===== config.mk =====
export PLATFORM = sky130hd
export DESIGN_NAME = decimal_degrees_parser_core
export DESIGN_NICKNAME = d
export VERILOG_FILES = /design/src/sv/ddp_pkg.sv /design/src/sv/ddp_char_step.sv /design/src/sv/decimal_degrees_parser_core.sv
export SDC_FILE = /design/constraint.sdc
export NUM_CORES = 1
export LEC_CHECK = 0
export BUFFER_PORTS_ARGS = -buffer_cell sky130_fd_sc_hd__buf_2
export CAP_MARGIN = 20
export CORE_ASPECT_RATIO = 1.1
export CORE_MARGIN = 1
export CORE_UTILIZATION = 38
export DETAILED_ROUTE_END_ITERATION = 7
export HOLD_SLACK_MARGIN = 0.12
export SYNTH_ARGS = -nofsm -noshare
export SYNTH_HDL_FRONTEND = slang
export SYNTH_HIERARCHICAL = 1
export SYNTH_SLANG_ARGS = --single-unit

===== constraint.sdc =====
create_clock -name i_clk -period 28.7 [get_ports i_clk]
set_input_delay 5.74 -clock i_clk [delete_from_list [all_inputs] [get_ports i_clk]]
set_output_delay 5.74 -clock i_clk [all_outputs]
set_load 0.02 [all_outputs]

===== src/sv/ddp_pkg.sv =====
package ddp_pkg;

    localparam int unsigned FRACTION_DIGITS_DEF = 7;

    localparam logic [2:0] PH_START  = 3'd0;
    localparam logic [2:0] PH_SIGNED = 3'd1;
    localparam logic [2:0] PH_INT    = 3'd2;
    localparam logic [2:0] PH_FRAC   = 3'd3;
    localparam logic [2:0] PH_SKIP   = 3'd4;
    localparam logic [2:0] PH_BAD    = 3'd5;

    localparam logic [7:0] CHAR_MINUS  = 8'h2D;
    localparam logic [7:0] CHAR_POINT  = 8'h2E;
    localparam logic [7:0] CHAR_ZERO   = 8'h30;
    localparam logic [7:0] CHAR_NINE   = 8'h39;

    localparam logic [7:0]  MAX_WHOLE  = 8'd181;
    localparam logic [31:0] DEG_SCALE  = 32'd10000000;

    typedef struct packed {
        logic [2:0]  phase;
        logic        neg;
        logic [7:0]  whole;
        logic [23:0] frac;
        logic [2:0]  count;
    } t_parse_state;

    localparam t_parse_state PARSE_CLEAR = '{
        phase: PH_START, neg: 1'b0, whole: 8'd0, frac: 24'd0, count: 3'd0
    };

    // weight of the fraction digit at a given position after the point
    function automatic logic [23:0] digit_weight(input logic [2:0] pos);
        logic [23:0] w;
        case (pos)
            3'd0:    w = 24'd1000000;
            3'd1:    w = 24'd100000;
            3'd2:    w = 24'd10000;
            3'd3:    w = 24'd1000;
            3'd4:    w = 24'd100;
            3'd5:    w = 24'd10;
            3'd6:    w = 24'd1;
            default: w = 24'd0;
        endcase
        return w;
    endfunction

endpackage


===== src/sv/ddp_char_step.sv =====
module ddp_char_step
    import ddp_pkg::*;
#(
    parameter int unsigned FRACTION_DIGITS = FRACTION_DIGITS_DEF
) (
    input  t_parse_state i_state,
    input  logic [7:0]   i_char_code,
    input  logic         i_char_present,
    output t_parse_state o_state
);

    localparam logic [2:0] MAX_COUNT = 3'(FRACTION_DIGITS);

    logic        is_digit;
    logic [3:0]  digit;
    logic [11:0] whole_wide;
    logic [7:0]  whole_sat;
    logic [27:0] frac_term;

    assign is_digit   = (i_char_code >= CHAR_ZERO) && (i_char_code <= CHAR_NINE);
    assign digit      = i_char_code[3:0];
    assign whole_wide = {4'd0, i_state.whole} * 12'd10 + {8'd0, digit};
    assign whole_sat  = (whole_wide > 12'd255) ? 8'd255 : whole_wide[7:0];
    assign frac_term  = {24'd0, digit} * {4'd0, digit_weight(i_state.count)};

    always_comb begin
        o_state = i_state;
        if (i_char_present) begin
            case (i_state.phase)
                PH_START: begin
                    if (i_char_code == CHAR_MINUS) begin
                        o_state.neg   = 1'b1;
                        o_state.phase = PH_SIGNED;
                    end else if (is_digit) begin
                        o_state.whole = whole_sat;
                        o_state.phase = PH_INT;
                    end else begin
                        o_state.phase = PH_BAD;
                    end
                end
                PH_SIGNED: begin
                    if (is_digit) begin
                        o_state.whole = whole_sat;
                        o_state.phase = PH_INT;
                    end else begin
                        o_state.phase = PH_BAD;
                    end
                end
                PH_INT: begin
                    if (is_digit) begin
                        o_state.whole = whole_sat;
                    end else if (i_char_code == CHAR_POINT) begin
                        o_state.phase = PH_FRAC;
                    end else begin
                        o_state.phase = PH_BAD;
                    end
                end
                PH_FRAC: begin
                    if (is_digit && (i_state.count < MAX_COUNT)) begin
                        o_state.frac  = i_state.frac + frac_term[23:0];
                        o_state.count = i_state.count + 3'd1;
                    end else begin
                        o_state.phase = PH_SKIP;
                    end
                end
                default: begin
                end
            endcase
        end
    end

endmodule


===== src/sv/decimal_degrees_parser_core.sv =====
// decimal degrees parser
// input channel: one ASCII character of a latitude or longitude field per word
// (i_char_code, qualified by i_char_present), i_field_end marks the last word
// of the field; a word with only i_field_end set closes the field bare
// output channel: one word per field, o_degrees_scaled is signed degrees
// times 10^7, o_bad_value flags a malformed field or whole degrees above 181
// (value then reads 0)
// throughput: one input word per cycle while o_ready is high; the parse
// state update and the final scale-and-add are a single registered pass
// latency: the result is valid in the cycle after its field-end word is taken
// a result held by a stalled receiver keeps o_ready low only until i_ready
// returns; with i_ready high the input side never stops
// reset clears the parse state to the start of a field and drops o_valid
module decimal_degrees_parser_core
    import ddp_pkg::*;
#(
    parameter int unsigned FRACTION_DIGITS = FRACTION_DIGITS_DEF
) (
    input  logic               i_clk,
    input  logic               i_rst_n,
    input  logic               i_valid,
    output logic               o_ready,
    input  logic [7:0]         i_char_code,
    input  logic               i_char_present,
    input  logic               i_field_end,
    output logic               o_valid,
    input  logic               i_ready,
    output logic signed [31:0] o_degrees_scaled,
    output logic               o_bad_value
);

    t_parse_state r_state, n_state, step_state;
    logic         r_out_valid;
    logic [31:0]  r_value;
    logic         r_bad;
    logic         accept;
    logic         field_bad;
    logic [31:0]  mag;

    ddp_char_step #(
        .FRACTION_DIGITS(FRACTION_DIGITS)
    ) u_step (
        .i_state        (r_state),
        .i_char_code    (i_char_code),
        .i_char_present (i_char_present),
        .o_state        (step_state)
    );

    assign o_ready = !r_out_valid || i_ready;
    assign accept  = i_valid && o_ready;

    assign field_bad = !((step_state.phase == PH_FRAC) || (step_state.phase == PH_SKIP))
                       || (step_state.whole > MAX_WHOLE);
    assign mag = {24'd0, step_state.whole} * DEG_SCALE + {8'd0, step_state.frac};

    always_comb begin
        n_state = r_state;
        if (accept) begin
            n_state = i_field_end ? PARSE_CLEAR : step_state;
        end
    end

    always_ff @(posedge i_clk) begin
        if (!i_rst_n) begin
            r_state     <= PARSE_CLEAR;
            r_out_valid <= 1'b0;
        end else begin
            r_state <= n_state;
            if (accept && i_field_end) begin
                r_out_valid <= 1'b1;
            end else if (i_ready) begin
                r_out_valid <= 1'b0;
            end
        end
    end

    always_ff @(posedge i_clk) begin
        if (accept && i_field_end) begin
            r_bad   <= field_bad;
            r_value <= field_bad ? 32'd0 : (step_state.neg ? (32'd0 - mag) : mag);
        end
    end

    assign o_valid          = r_out_valid;
    assign o_degrees_scaled = $signed(r_value);
    assign o_bad_value      = r_bad;

    a_bad_zero: assert property (@(posedge i_clk) disable iff (!i_rst_n)
        o_valid && o_bad_value |-> o_degrees_scaled == 32'sd0)
        else $error("bad result with nonzero value");

    a_end_gives_result: assert property (@(posedge i_clk) disable iff (!i_rst_n)
        accept && i_field_end |=> o_valid)
        else $error("field end produced no result");

    a_end_clears: assert property (@(posedge i_clk) disable iff (!i_rst_n)
        accept && i_field_end |=> r_state.phase == PH_START && r_state.whole == 8'd0
            && r_state.frac == 24'd0 && !r_state.neg)
        else $error("parse state not cleared after field end");

    a_range: assert property (@(posedge i_clk) disable iff (!i_rst_n)
        o_valid && !o_bad_value |-> o_degrees_scaled <= 32'sd1819999999
            && o_degrees_scaled >= -32'sd1819999999)
        else $error("result out of range");

endmodule

==> metrics.csv, run 1 <==
metric,value,unit
crit path max-delay cell type,fa_1,
Cell Rows,64,
Final Core Density,0.4224,
Ys Warns,6,
Pwr Density,26.73,nW/µm²
I/O pin cnt,49,
Vias/cell,5.255,
DP Wirelength,20.84,mm
top_reg_cell synth,dfxtp_1,
syn_nets,1547,
Yosys top cell by area,ha_1,
P_leak,5.703,nW
H-tree lvl count,3,
initial antenna violation count,2,
Min-Delay Path Class,flip-flop to flip-flop,
Slew headroom,0.3947,
Worst Max-Slew Pin Slew,906.9,ps
clock slew at reported path FFs,70,ps
R2R Setup Slk,19230,ps
Worst R2R End,o_degrees_scaled[31],
Hold EP,r_state[6],
area of the multi-input gates,8295,µm²
first-pass GRT wire length,43.34,mm
Vias,8918,
die height,179.9,µm
syn avg cell area,8.347,µm²
core box area,28030,µm²
clk_lat worst skew,360,ps
Num CTS Buffers,9,
status,"finished, final reports clean",
fin crit share,0.4880,
crit path max fanout,12,
Post-Synthesis Cells,1310,
clk sinks,73,
Initial DRT Pass Iterations,5,
final net count,1566,
CTS resizes,0,
final hold viol count,0,
Routed wire per std cell,15.30,µm
die area,29460,µm²
"Distinct cells, synth",80,
largest net degree at the start of global routing,79,
grt total ovfl,0,
Fill cells,2777,
Yosys top cell area share,0.1739,
Final setup viols,0,
CTS tree,yes,
PortBufs,48,
CP Class,input pin to flip-flop,
"flops & latches, synth",73,
GP Congestion,0.8807,
RSZ-0062 raised after global routing,no,
postcts setup bufs,0,
drt first-iter violations,513,
Max Clock Skew,12.62,ps
CP Launch Type,input pin,
worst hold path depth,2,
crit end category,flip-flop,
Initial Utilization,0.3901,
maxcap violations,0,
Die X,163.7,µm
max incr delay on CP,530,ps
area occupied by registers,1792,µm²
largest cells by area after synthesis,"ha_1, fa_1, edfxtp_1",
Detailed Route WL,25.97,mm
TNS Setup,0,ps
FF-to-FF Start,r_state[28],
Reg2Reg Depth,31,
"Seq/Total Area, Yosys",0.1639,
Peak Freq,0.07140,GHz
GRT Overall Usage,0.1841,
Peak supply drop,0.02909,mV
CTS Root Cell,clkbuf_16,
Critical Path AT,14110,ps
synthesized area,10930,µm²
Hold Path Origin,r_state[6],
Clock Tree Buf Depth,2,
worst endpoint required time,28810,ps
Final min period,14010,ps
synth-to-layout area growth,8.274,%
count of pins over their slew limit,0,
Ant. Diodes,0,
Residual DRC,0,
Routed Antenna Nets,0,
layout cells sized above 1,0.07046,
async set or reset register ratio after synthesis,0,
"Hold-fix buffers, CTS",0,
vias in the first global route,8676,
most common cell in the synthesized netlist,inv_1,
number of synthesized flops with an enable pin,33,
Commonest cells post-synth,"inv_1, ha_1, a21oi_1",
[layout make-up]
cell class,instances,share of cell area
multi-input combinational,1017,0.7007
timing repair buffer,54,0.02579
tap,363,0.03836
clock inverter,5,0.007187
inverter,174,0.05517
clock buffer,11,0.02145
sequential,73,0.1513
[registers in the layout, indices dropped and copies added, names as in the netlist]
signal and cells:
r_state 39, o_degrees_scaled 32, o_bad_value 1, o_valid 1
[cell usage in the layout, fill, tap and decap left out, drive strengths merged, types with 9 or more instances in the layout]
cell type,instances
inv,175
ha,152
a21oi,113
nor2,82
nand2,79
fa,71
o21ai,66
nor2b,56
buf,54
xnor2,48
xor2,42
dfxtp,40
nor3b,34
edfxtp,33
nor3,26
a21o,24
and2,24
nand3,19
and3,18
or3,13
o211ai,13
clkbuf,11
nand2b,9
o31ai,9
[metal layers]
layer  global-route usage  share of wire  vias to the layer above
met5                    0        0.00073                        -
li1                     -              -                     4530
met3              0.02723          0.042                       39
met1               0.2400           0.47                     4160
met4              0.06630          0.026                        4
met2               0.3058           0.46                      185
[worst max-delay path, delay by kind of cell]
kind	cells	cell delay, ps
multiplexers	1	350
adder cells (fa/ha/maj)	8	3270
XOR/XNOR	1	120
buffers and inverters	5	520
AO/OA/AOI/OAI	11	2930
AND/OR/NAND/NOR	5	1170
[cells by family after synthesis]
group / count (synthesis) / synth area share
muxes: 11 / 0.01213
DFF: 73 / 0.1639
AOI/OAI and AO/OA: 300 / 0.1752
buffers and inverters: 220 / 0.07770
xor gates and xnor gates: 90 / 0.07209
adders and majority gates: 223 / 0.3039
and+or+nand+nor: 393 / 0.1951
[how the worst max path moves through the flow]
stage	startpoint	to	cells after the start
finish	i_char_code[1]	o_degrees_scaled[31]	31
CTS	i_char_code[1]	o_degrees_scaled[31]	31
global route	i_char_code[1]	o_degrees_scaled[31]	31
floorplan	i_char_code[2]	o_degrees_scaled[31]	31
global placement	i_char_code[1]	o_degrees_scaled[31]	31
detailed placement	i_char_code[1]	o_degrees_scaled[31]	31
[per-stage QoR]
stage	cells	power, mW	cell area [µm²]	hold slack (ps)	setup slack [ps]
after floorplan	1310	0.1685	10930	479.1	14980
after CTS	1697	0.3206	11840	522.9	14750
after detailed placement	1681	0.1861	11500	511.3	14350
after global placement	1680	0.1851	11470	491.5	14500
after global routing	1697	0.3324	11840	553.1	14150
final	1697	0.3165	11840	522.3	14690
[power by group]
group          switching (mW)  internal, mW  leakage (nW)  total, mW
logic                  0.0461        0.0266          4.91     0.0728
registers            0.000695         0.111         0.631      0.111
clock network          0.0503        0.0820         0.161      0.132
total                  0.0971         0.219          5.70      0.316
No activity file was read; power rests on OpenSTA's default activity.
==> run 2, diff against run 1 <==
ABC_AREA = 1   (was unset)
clock period = 13.1 ns   (was 28.7 ns; I/O delays follow)
==> metrics.csv, run 2 <==
metric,value,unit,change
CTS tree,yes,,
Yosys top cell by area,ha_1,,
"Seq/Total Area, Yosys",0.1471,,-0.01672
H-tree lvl count,3,,unchanged
Critical Path End,o_degrees_scaled[28],,
Ys Warns,6,,unchanged
Regs by FF count,"r_state x39, o_degrees_scaled x32",,
Fill cells,3357,,+21%
maxcap violations,0,,unchanged
Detailed Route WL,33.25,mm,+28%
Peak Freq,0.1038,GHz,
synthesized area,12180,µm²,+11%
initial antenna violation count,0,,-2
Top reg by flops,r_state,,
worst endpoint required time,13210,ps,-15600 ps
Routed wire per std cell,14.80,µm,-3.3%
Worst Max-Slew Pin Slew,662.0,ps,-244.8 ps
I/O pin cnt,49,,unchanged
largest cells by area after synthesis,"ha_1, nand2_1, fa_1",,
Routed Antenna Nets,0,,unchanged
syn_nets,2022,,+31%
Reg2Reg Depth,38,,+23%
CTS resizes,0,,unchanged
grt total ovfl,0,,unchanged
core box area,31480,µm²,+12%
Yosys top cell area share,0.1562,,-0.01775
GRT Overall Usage,0.2103,,+0.02620
"commonest non-fill, non-tap cells in the layout","nand2_1, inv_1, ha_1",,
Initial Utilization,0.3868,,-0.003329
GP Congestion,0.9360,,+6.3%
layout cells sized above 1,0.1068,,+0.03633
status,"finished, final reports clean",,
CTS Root Cell,clkbuf_16,,
Clock Tree Buf Depth,2,,unchanged
final net count,2058,,+31%
PortBufs,48,,unchanged
Final min period,9631,ps,
crit path max fanout,10,,-2
syn avg cell area,6.822,µm²,-18%
Peak supply drop,0.03969,mV,+36%
largest net degree at the start of global routing,43,,-46%
drt first-iter violations,742,,+45%
Initial DRT Pass Iterations,6,,+1
max reg flops,39,,unchanged
Final setup viols,0,,unchanged
FF-to-FF Start,r_state[28],,
async set or reset register ratio after synthesis,0,,unchanged
Slew headroom,0.5576,,+0.1628
Worst R2R End,o_degrees_scaled[28],,
Max Clock Skew,18.71,ps,+6.097 ps
final hold viol count,0,,unchanged
most common cell in the synthesized netlist,nand2_1,,
die area,32760,µm²,+11%
"flops & latches, synth",73,,unchanged
crit path max-delay cell type,fa_1,,
number of synthesized flops with an enable pin,33,,unchanged
Worst path most repeated cell,nand2_1,,
Num CTS Buffers,9,,unchanged
Critical path origin,i_char_code[2],,
clk sinks,73,,unchanged
clk_lat worst skew,360,ps,about the same
R2R Setup Slk,4930,ps,-14300 ps
TNS Setup,0,ps,unchanged
Min-Delay Path Class,flip-flop to flip-flop,,
Commonest cells post-synth,"nand2_1, inv_1, ha_1",,
Residual DRC,0,,unchanged
Final Core Density,0.4170,,-0.005400
count of pins over their slew limit,0,,unchanged
clock slew at reported path FFs,60,ps,about the same
vias in the first global route,11220,,+29%
Die X,172.7,µm,+5.5%
top_reg_cell synth,dfxtp_1,,
area of the multi-input gates,8944,µm²,+7.8%
Vias,11270,,+26%
postcts setup bufs,0,,unchanged
fin crit share,0.7352,,
"Distinct cells, synth",59,,-26%
Post-Synthesis Cells,1785,,+36%
first-pass GRT wire length,55.86,mm,+29%
CP Launch Type,input pin,,
Critical Path AT,9740,ps,-4370 ps
"Hold-fix buffers, CTS",0,,unchanged
Vias/cell,5.019,,-4.5%
Cell Rows,68,,+6.3%
synth-to-layout area growth,7.809,%,
"most common cell after layout, fill and taps aside",nand2_1,,
Ant. Diodes,0,,unchanged
CP Class,input pin to flip-flop,,
crit end category,flip-flop,,
Pwr Density,52.79,nW/µm²,+97%
DP Wirelength,27.49,mm,+32%
max incr delay on CP,540,ps,about the same
die height,189.7,µm,+5.5%
area occupied by registers,1792,µm²,unchanged
P_leak,6.983,nW,+22%
RSZ-0062 raised after global routing,no,,
==> run 2: cells by family after synthesis <==
logic type,count (synthesis),synth area share
buf+inv,368,0.1189
simple gates,835,0.3162
fa+ha+maj,223,0.2729
flops,73,0.1471
xor+xnor,34,0.02723
compound gates,252,0.1177
==> run 2: stage by stage <==
step | area [µm²] | setup WS, ps | hold WS, ps | total power, mW | std cells
after floorplan | 12180 | 4114 | 441.9 | 0.3937 | 1785
after global placement | 12830 | 3167 | 451.0 | 0.4391 | 2230
after detailed placement | 12830 | 3113 | 457.2 | 0.4408 | 2230
after CTS | 13130 | 3462 | 465.8 | 0.6997 | 2246
after global routing | 13130 | 2737 | 483.3 | 0.7350 | 2246
final | 13130 | 3469 | 466.2 | 0.6930 | 2246
==> run 2: report_power, final <==
part,switching (mW),leakage [nW],internal (mW),total (mW)
Combinational,0.129,6.19,0.0630,0.192
Sequential,0.00175,0.644,0.242,0.244
Clock,0.111,0.147,0.146,0.257
==> run 2: how the worst min path moves through the flow <==
stage	start	to	slack (ps)	cells after the start
2_1_floorplan	r_state[35]	r_state[35]	440	2
3_3_place_gp	r_state[35]	r_state[35]	450	2
3_5_place_dp	r_state[35]	r_state[35]	460	2
4_1_cts	r_state[35]	r_state[35]	470	2
5_1_grt	r_state[35]	r_state[35]	480	2
6_report	r_state[7]	r_state[7]	470	2
==> run 2: critical path, delay by kind of cell <==
family	cells	cell delay, ps
adder cells (fa/ha/maj)	7	3050
buffers and inverters	6	680
AO/OA/AOI/OAI	6	1040
AND/OR/NAND/NOR	16	1950
XOR/XNOR	2	400
==> run 2: metal layers <==
metal,wire length [µm],vias to the layer above,global-route usage
met5,0,-,0
met4,970,0,0.07352
met3,887,37,0.01559
met2,16400,193,0.3891
met1,14990,5255,0.2556
li1,-,5788,-
==> run 2: area by class of cell <==
class                      count  share of cell area
clock buffer                  11             0.02011
tap                          420             0.04003
inverter                     337             0.09655
sequential                    73              0.1365
multi-input combinational   1344              0.6813
clock inverter                 5            0.002669
timing repair buffer          56             0.02287
